$ cat src/hdl/gpr_pkg.sv
`default_nettype none

package gpr_pkg;

    localparam int unsigned BYTE_W = 8;
    localparam int unsigned POS_W  = 10;
    localparam int unsigned CODE_W = 3;

    localparam logic [POS_W-1:0]  SIZE_POS    = 10'd10;
    localparam logic [POS_W-1:0]  TABLE_START = 10'd13;
    localparam logic [POS_W-1:0]  POS_MAX     = 10'd1023;
    localparam logic [BYTE_W-1:0] LEVEL_MAX   = 8'hff;

    // Bytes per table size step: three bytes per entry, two entries at code zero.
    localparam logic [POS_W-1:0]  TABLE_UNIT  = 10'd6;

    typedef enum logic [1:0] {
        CH_RED   = 2'd0,
        CH_GREEN = 2'd1,
        CH_BLUE  = 2'd2
    } t_chan;

    typedef enum logic [2:0] {
        REG_FORE_RED   = 3'd0,
        REG_FORE_GREEN = 3'd1,
        REG_FORE_BLUE  = 3'd2,
        REG_BACK_RED   = 3'd3,
        REG_BACK_GREEN = 3'd4,
        REG_BACK_BLUE  = 3'd5
    } t_cfg_idx;

    typedef struct packed {
        logic [BYTE_W-1:0] fore_red;
        logic [BYTE_W-1:0] fore_green;
        logic [BYTE_W-1:0] fore_blue;
        logic [BYTE_W-1:0] back_red;
        logic [BYTE_W-1:0] back_green;
        logic [BYTE_W-1:0] back_blue;
    } t_colors;

    // One parsed byte handed from the tracker to the blend stage.
    typedef struct packed {
        logic [BYTE_W-1:0] data;
        logic              last;
        logic              recolor;
        t_chan             chan;
        logic [BYTE_W-1:0] white;
    } t_stage;

endpackage

`default_nettype wire

$ cat src/hdl/gpr_tracker.sv
`default_nettype none

module gpr_tracker
    import gpr_pkg::*;
(
    input  wire logic              i_clk,
    input  wire logic              i_rst_n,
    input  wire logic              i_s_tvalid,
    input  wire logic [BYTE_W-1:0] i_s_tdata,
    input  wire logic              i_s_tlast,
    input  wire logic              i_adv,
    output logic                   o_s_tready,
    output logic                   o_valid,
    output t_stage                 o_stage
);

    logic [POS_W-1:0]  r_pos,   n_pos;
    logic [CODE_W-1:0] r_code,  n_code;
    t_chan             r_chan,  n_chan;
    logic [BYTE_W-1:0] r_white, n_white;
    logic              r_valid;
    t_stage            r_stage;

    logic              accept;
    logic              is_size;
    logic              in_table;
    logic [POS_W-1:0]  table_end;
    t_chan             chan;
    t_chan             chan_next;
    logic [BYTE_W-1:0] white;

    assign o_s_tready = !r_valid || i_adv;
    assign accept     = i_s_tvalid && o_s_tready;

    always_comb begin
        is_size   = (r_pos == SIZE_POS);
        table_end = TABLE_START + (TABLE_UNIT << r_code);
        in_table  = !is_size && (r_pos >= TABLE_START) && (r_pos < table_end);
        chan      = (r_pos == TABLE_START) ? CH_RED : r_chan;
        white     = (chan == CH_RED) ? i_s_tdata : r_white;
        case (chan)
            CH_RED:   chan_next = CH_GREEN;
            CH_GREEN: chan_next = CH_BLUE;
            CH_BLUE:  chan_next = CH_RED;
            default:  chan_next = CH_RED;
        endcase
    end

    always_comb begin
        n_pos   = r_pos;
        n_code  = r_code;
        n_chan  = r_chan;
        n_white = r_white;
        if (is_size) begin
            n_code = i_s_tdata[CODE_W-1:0];
        end
        if (in_table) begin
            n_chan  = chan_next;
            n_white = white;
        end
        if (i_s_tlast) begin
            n_pos   = '0;
            n_chan  = CH_RED;
            n_white = '0;
        end else if (r_pos < POS_MAX) begin
            n_pos = r_pos + 10'd1;
        end
    end

    always_ff @(posedge i_clk) begin
        if (!i_rst_n) begin
            r_pos   <= '0;
            r_code  <= '0;
            r_chan  <= CH_RED;
            r_white <= '0;
            r_valid <= 1'b0;
        end else begin
            if (accept) begin
                r_pos   <= n_pos;
                r_code  <= n_code;
                r_chan  <= n_chan;
                r_white <= n_white;
            end
            if (o_s_tready) begin
                r_valid <= i_s_tvalid;
            end
        end
    end

    always_ff @(posedge i_clk) begin
        if (accept) begin
            r_stage.data    <= i_s_tdata;
            r_stage.last    <= i_s_tlast;
            r_stage.recolor <= in_table;
            r_stage.chan    <= chan;
            r_stage.white   <= white;
        end
    end

    assign o_valid = r_valid;
    assign o_stage = r_stage;

`ifndef SYNTHESIS
    a_last_restarts: assert property (@(posedge i_clk) disable iff (!i_rst_n)
        accept && i_s_tlast |=> r_pos == '0 && r_chan == CH_RED && r_white == '0)
        else $error("position not restarted after last byte");

    a_pos_counts: assert property (@(posedge i_clk) disable iff (!i_rst_n)
        accept && !i_s_tlast && r_pos != POS_MAX |=> r_pos == $past(r_pos) + 10'd1)
        else $error("byte position did not advance");

    a_code_latched: assert property (@(posedge i_clk) disable iff (!i_rst_n)
        accept && r_pos == SIZE_POS |=> r_code == $past(i_s_tdata[CODE_W-1:0]))
        else $error("table size code not latched");

    a_stall_holds: assert property (@(posedge i_clk) disable iff (!i_rst_n)
        r_valid && !i_adv |=> r_valid && $stable(r_pos))
        else $error("stage lost or state moved while stalled");
`endif

endmodule

`default_nettype wire

$ cat src/hdl/gpr_blend.sv
`default_nettype none

module gpr_blend
    import gpr_pkg::*;
(
    input  wire logic              i_clk,
    input  wire logic              i_rst_n,
    input  wire logic              i_valid,
    input  wire t_stage            i_stage,
    input  wire t_colors           i_colors,
    input  wire logic              i_m_tready,
    output logic                   o_adv,
    output logic                   o_m_tvalid,
    output logic [BYTE_W-1:0]      o_m_tdata,
    output logic                   o_m_tlast
);

    // x / 255 for x up to 255 * 255: add the high byte back in, then shift.
    function automatic logic [BYTE_W-1:0] div255(input logic [2*BYTE_W-1:0] x);
        logic [2*BYTE_W:0] t;
        t = {1'b0, x} + 17'd1 + {9'd0, x[2*BYTE_W-1:BYTE_W]};
        return t[2*BYTE_W-1:BYTE_W];
    endfunction

    logic [BYTE_W-1:0]   fg;
    logic [BYTE_W-1:0]   bg;
    logic [BYTE_W-1:0]   w_inv;
    logic [2*BYTE_W-1:0] mix;
    logic [BYTE_W-1:0]   result;

    logic              r_valid;
    logic [BYTE_W-1:0] r_data;
    logic              r_last;

    always_comb begin
        case (i_stage.chan)
            CH_RED: begin
                fg = i_colors.fore_red;
                bg = i_colors.back_red;
            end
            CH_GREEN: begin
                fg = i_colors.fore_green;
                bg = i_colors.back_green;
            end
            CH_BLUE: begin
                fg = i_colors.fore_blue;
                bg = i_colors.back_blue;
            end
            default: begin
                fg = i_colors.fore_red;
                bg = i_colors.back_red;
            end
        endcase
        w_inv  = LEVEL_MAX - i_stage.white;
        mix    = ({8'd0, i_stage.white} * {8'd0, fg}) + ({8'd0, w_inv} * {8'd0, bg});
        result = i_stage.recolor ? div255(mix) : i_stage.data;
    end

    assign o_adv = !r_valid || i_m_tready;

    always_ff @(posedge i_clk) begin
        if (!i_rst_n) begin
            r_valid <= 1'b0;
        end else if (o_adv) begin
            r_valid <= i_valid;
        end
    end

    always_ff @(posedge i_clk) begin
        if (o_adv && i_valid) begin
            r_data <= result;
            r_last <= i_stage.last;
        end
    end

    assign o_m_tvalid = r_valid;
    assign o_m_tdata  = r_data;
    assign o_m_tlast  = r_last;

endmodule

`default_nettype wire

$ cat src/hdl/gif_palette_recolor.sv
// Each byte is registered in the tracker, then in the blend output register.
// Throughput: one byte per cycle while the master side is ready; the tracker and
//   the output register each hold one byte, and ready follows back through both stages.
// Reset (synchronous, active low): position, size code, channel and whiteness
//   clear, both stages empty, colors return to white foreground, black background.
`default_nettype none

module gif_palette_recolor
    import gpr_pkg::*;
(
    input  wire logic              i_clk,
    input  wire logic              i_rst_n,
    // Slave side. tdata: [7:0] in_byte. tlast: in_last.
    input  wire logic              i_s_tvalid,
    output logic                   o_s_tready,
    input  wire logic [BYTE_W-1:0] i_s_tdata,
    input  wire logic              i_s_tlast,
    // Master side. tdata: [7:0] out_byte. tlast: out_last.
    output logic                   o_m_tvalid,
    input  wire logic              i_m_tready,
    output logic [BYTE_W-1:0]      o_m_tdata,
    output logic                   o_m_tlast,
    // Color register writes; indexes past the blue background are dropped.
    input  wire logic              i_cfg_we,
    input  wire logic [2:0]        i_cfg_idx,
    input  wire logic [BYTE_W-1:0] i_cfg_data
);

    t_colors r_colors;
    t_stage  stage;
    logic    stage_valid;
    logic    blend_adv;

    // Hold the six color levels; write one per enabled cycle.
    always_ff @(posedge i_clk) begin
        if (!i_rst_n) begin
            r_colors.fore_red   <= LEVEL_MAX;
            r_colors.fore_green <= LEVEL_MAX;
            r_colors.fore_blue  <= LEVEL_MAX;
            r_colors.back_red   <= '0;
            r_colors.back_green <= '0;
            r_colors.back_blue  <= '0;
        end else if (i_cfg_we) begin
            case (i_cfg_idx)
                REG_FORE_RED:   r_colors.fore_red   <= i_cfg_data;
                REG_FORE_GREEN: r_colors.fore_green <= i_cfg_data;
                REG_FORE_BLUE:  r_colors.fore_blue  <= i_cfg_data;
                REG_BACK_RED:   r_colors.back_red   <= i_cfg_data;
                REG_BACK_GREEN: r_colors.back_green <= i_cfg_data;
                REG_BACK_BLUE:  r_colors.back_blue  <= i_cfg_data;
                default: ;
            endcase
        end
    end

    // Stage one: track the byte position and decide which bytes are palette bytes.
    gpr_tracker u_tracker (
        .i_clk      (i_clk),
        .i_rst_n    (i_rst_n),
        .i_s_tvalid (i_s_tvalid),
        .i_s_tdata  (i_s_tdata),
        .i_s_tlast  (i_s_tlast),
        .i_adv      (blend_adv),
        .o_s_tready (o_s_tready),
        .o_valid    (stage_valid),
        .o_stage    (stage)
    );

    // Stage two: blend palette bytes between background and foreground, register result.
    gpr_blend u_blend (
        .i_clk      (i_clk),
        .i_rst_n    (i_rst_n),
        .i_valid    (stage_valid),
        .i_stage    (stage),
        .i_colors   (r_colors),
        .i_m_tready (i_m_tready),
        .o_adv      (blend_adv),
        .o_m_tvalid (o_m_tvalid),
        .o_m_tdata  (o_m_tdata),
        .o_m_tlast  (o_m_tlast)
    );

endmodule

`default_nettype wire
$ cat config.mk
export PLATFORM = sky130hd
export DESIGN_NAME = gif_palette_recolor
export DESIGN_NICKNAME = d
export VERILOG_FILES = /design/src/hdl/gpr_pkg.sv /design/src/hdl/gpr_tracker.sv /design/src/hdl/gpr_blend.sv /design/src/hdl/gif_palette_recolor.sv
export SDC_FILE = /design/constraint.sdc
export NUM_CORES = 1
export LEC_CHECK = 0
export ABC_CLOCK_PERIOD_IN_PS = 17200
export BUFFER_PORTS_ARGS = -buffer_cell sky130_fd_sc_hd__buf_2
export CAP_MARGIN = 10
export CORE_UTILIZATION = 30
export DETAILED_ROUTE_END_ITERATION = 8
export GPL_TIMING_DRIVEN = 0
export PLACE_DENSITY = 0.46
export SLEW_MARGIN = 30
export SYNTH_ARGS = -nofsm -noshare
export SYNTH_HDL_FRONTEND = slang
export SYNTH_SLANG_ARGS = --single-unit
$ cat constraint.sdc
create_clock -name i_clk -period 17.2 [get_ports i_clk]
set_clock_uncertainty 0.1 [all_clocks]
set_input_delay 3.44 -clock i_clk [delete_from_list [all_inputs] [get_ports i_clk]]
set_output_delay 3.44 -clock i_clk [all_outputs]
set_load 0.05 [all_outputs]
==> flow_summary_export.csv <==
group,metric,value,unit
status,status,"finished clean",
route,num_vias,7451,
synth,synthesis.nets,1290,
floorplan,rows,64,
timing,report.final.hold_viol_count,0,
floorplan,io_pins,36,
floorplan,design.die.area,32470,sq um
synth,syn_area_per_cell,8.803,sq um
final_layout,mostFrequentLayoutCells,"167 x inv_1, 160 x nand2_1, 96 x fa_1",
critical_path,r2r-start,"u_tracker.o_stage[9]",
synth,synth_edf_count,29,
cts,clock-sinks,102,
critical_path,path_buf_inv,8,
floorplan,die_y,180.2,um
floorplan,start_util,30.82,%
place,place.port_buffers,35,
run,cap_violations,0,
synth,yosys_warnings,0,
critical_path,critPathMaxStageDelay,0.54,ns
synth,synth-seq-cells,102,
critical_path,cp_max_fo,10,
critical_path,r2r_slack,7.18,ns
final_layout,nNetsFinal,1336,
cts,numCtsBuffers,9,
critical_path,cpMaxStageDelayCell,"fa_1",
route,vias_per_cell,4.873,
cts,htreeDepth,3,
timing,fmax,0.09981,GHz
timing,setup_viol_count_final,0,
final_layout,area.growth.synth_to_final,10.06,%
critical_path,cp.arrival,10.00,ns
critical_path,critPathCaptureType,"register",
critical_path,startpoint_type,"register",
worst_hold_path,min-delay-start,"u_tracker.o_stage[11]",
grt,grt_max_degree,26,
timing,tns,0,ns
route,wl_per_cell,16.26,um
synth,synthFlopType,"dfxtp_1",
critical_path,reg2reg_depth,32,
route,drt_wl_total,24860,um
timing,finalCriticalPeriod,10.02,ns
cts,clk_pin_slew_worst_paths,0.08,ns
critical_path,worst_path_most_repeated_cell,"fa_1",
cts,insertion_delay,0.36,ns
route,drt_pre_antenna_iters,5,
grt,grt_pass1_vias,7481,
route,route.detailed.drc,0,
synth,yosysSeqAreaShare,24.48,%
final_layout,n_antenna_cell,0,
cts,cts.path.max_buffers,2,
worst_hold_path,hold_depth,0,
critical_path,timing.rr.end,"u_blend.o_m_tdata[5]",
grt,grt_pass1_wl,40480,um
synth,synthArstFlopShare,0,%
cts,cts_hold_buf,0,
cts,cts-resized-gates,0,
final_layout,drive_above_1_share,9.091,%
route,drtIter0Drc,398,
route,ant_nets,0,
synth,synth.distinct_cells,69,
worst_hold_path,hold_path_end,"u_blend.o_m_tlast",
timing,finalMaxSlewViolations,0,
final_layout,layout_commonest_cell,"inv_1",
cts,cts_tree,"done",
critical_path,path_delay_family,"adder cells",
synth,syn_inst,1082,
floorplan,die_w,180.2,um
grt,grt_overflow_total,0,
cts,cts_setup_buffers,0,
floorplan,core_area,30910,sq um
place,place.gp.congestion,0.8047,
timing,rsz0062_at_grt,"false",
worst_hold_path,hold_path_class,"reg -> reg",
critical_path,crit_type,"reg -> reg",
critical_path,crit_start,"u_tracker.o_stage[9]",
cts,root_buffer,"clkbuf_16",
timing,maxSlewHeadroom,41.46,%
grt,antenna_found_initial,0,
critical_path,cp.required,17.18,ns
synth,synthesis.area,9525,sq um
place,dp_hpwl,20010,um
timing,worst_pin_slew,0.8723,ns
timing,period_share,58.25,%
grt,grtUsageTotal,15.88,%
## state kept, by name (all words and copies together) (netlist names)
name                count
u_tracker.r_chan        2
u_tracker.r_pos        10
u_tracker.o_valid       1
u_tracker.o_stage      20
u_blend.o_m_tvalid      1
u_tracker.r_white       8
u_tracker.r_code        3
u_blend.o_m_tlast       1
r_colors               48
u_blend.o_m_tdata       8
## stage by stage
step | instance area (sq um) | setup slack, ns | hold WS (ns) | std cells | util (%)
after floorplan | 9525 | 8.713 | 0.3003 | 1082 | -
after global placement | 10200 | 7.310 | 0.3065 | 1513 | 32.99
after detailed placement | 10200 | 7.269 | 0.3140 | 1513 | 32.99
after CTS | 10480 | 7.237 | 0.3294 | 1529 | 33.89
after global routing | 10480 | 6.554 | 0.3422 | 1529 | 33.92
final | 10480 | 7.181 | 0.3241 | 1529 | 33.92
## worst max path at each step
stage | depth (start not counted) | end | slack [ns]
2_1_floorplan | 32 | u_blend.o_m_tdata[7] | 8.71
3_3_place_gp | 32 | u_blend.o_m_tdata[5] | 7.31
3_5_place_dp | 32 | u_blend.o_m_tdata[5] | 7.27
4_1_cts | 32 | u_blend.o_m_tdata[5] | 7.24
5_1_grt | 33 | u_blend.o_m_tdata[5] | 6.55
6_report | 32 | u_blend.o_m_tdata[5] | 7.18
## kinds of logic (layout without fill, tap and decap cells)
group,Yosys count,count (layout),synth area share (%)
and+or+nand+nor,395,395,19.64
buffers and inverters,205,256,8.078
adders and majority gates,183,183,31.60
AOI/OAI and AO/OA,162,162,12.61
DFF,102,102,24.48
xor gates and xnor gates,21,21,2.075
muxes,13,13,1.471
other,1,1,0.03937
## worst reg2reg max path: cells and delay by family, from the launching register on
| family | cells | cell delay [ns] |
|---|---|---|
| AND/OR/NAND/NOR | 6 | 1.35 |
| buffers and inverters | 8 | 1.55 |
| adder cells (fa/ha/maj) | 9 | 4.06 |
| AO/OA/AOI/OAI | 9 | 2.27 |
| flip-flops | 1 | 0.39 |
## Yosys cell counts (9+ instances only)
| library cell | instances | area (sq um) |
|---|---|---|
| ha_1 | 87 | 1089 |
| nor2b_1 | 11 | 68.82 |
| clkbuf_1 | 33 | 123.9 |
| or2_2 | 26 | 162.7 |
| edfxtp_1 | 29 | 870.8 |
| nor2_1 | 71 | 266.5 |
| inv_1 | 168 | 630.6 |
| fa_1 | 96 | 1922 |
| dfxtp_1 | 73 | 1461 |
| xnor2_1 | 13 | 113.9 |
| nand2_1 | 160 | 600.6 |
| a21boi_0 | 27 | 202.7 |
| o21ai_0 | 14 | 70.07 |
| a32o_1 | 9 | 90.09 |
| and2_1 | 41 | 256.5 |
| o21ai_1 | 18 | 90.09 |
| a21oi_1 | 23 | 115.1 |
| nand3_1 | 39 | 195.2 |
## final cells by class
class | instances | area [sq um]
Fill cell | 3269 | 20430
Multi-Input combinational cell | 775 | 6434
Sequential cell | 102 | 2332
Inverter | 169 | 634.4
Tap cell | 396 | 495.5
Clock buffer | 9 | 225.2
Timing Repair Buffer | 35 | 175.2
Buffer | 36 | 135.1
Clock inverter | 7 | 52.55
## routing by layer
metal	global-route usage, %	share of wire (%)
met5	0	0
met4	3.179	1.1
met3	2.122	2.9
met2	26.48	46
met1	21.92	50
Power is left out: the tool's default activity adds up to more than one toggle a clock period on the data nets, which glitch-free logic cannot reach.
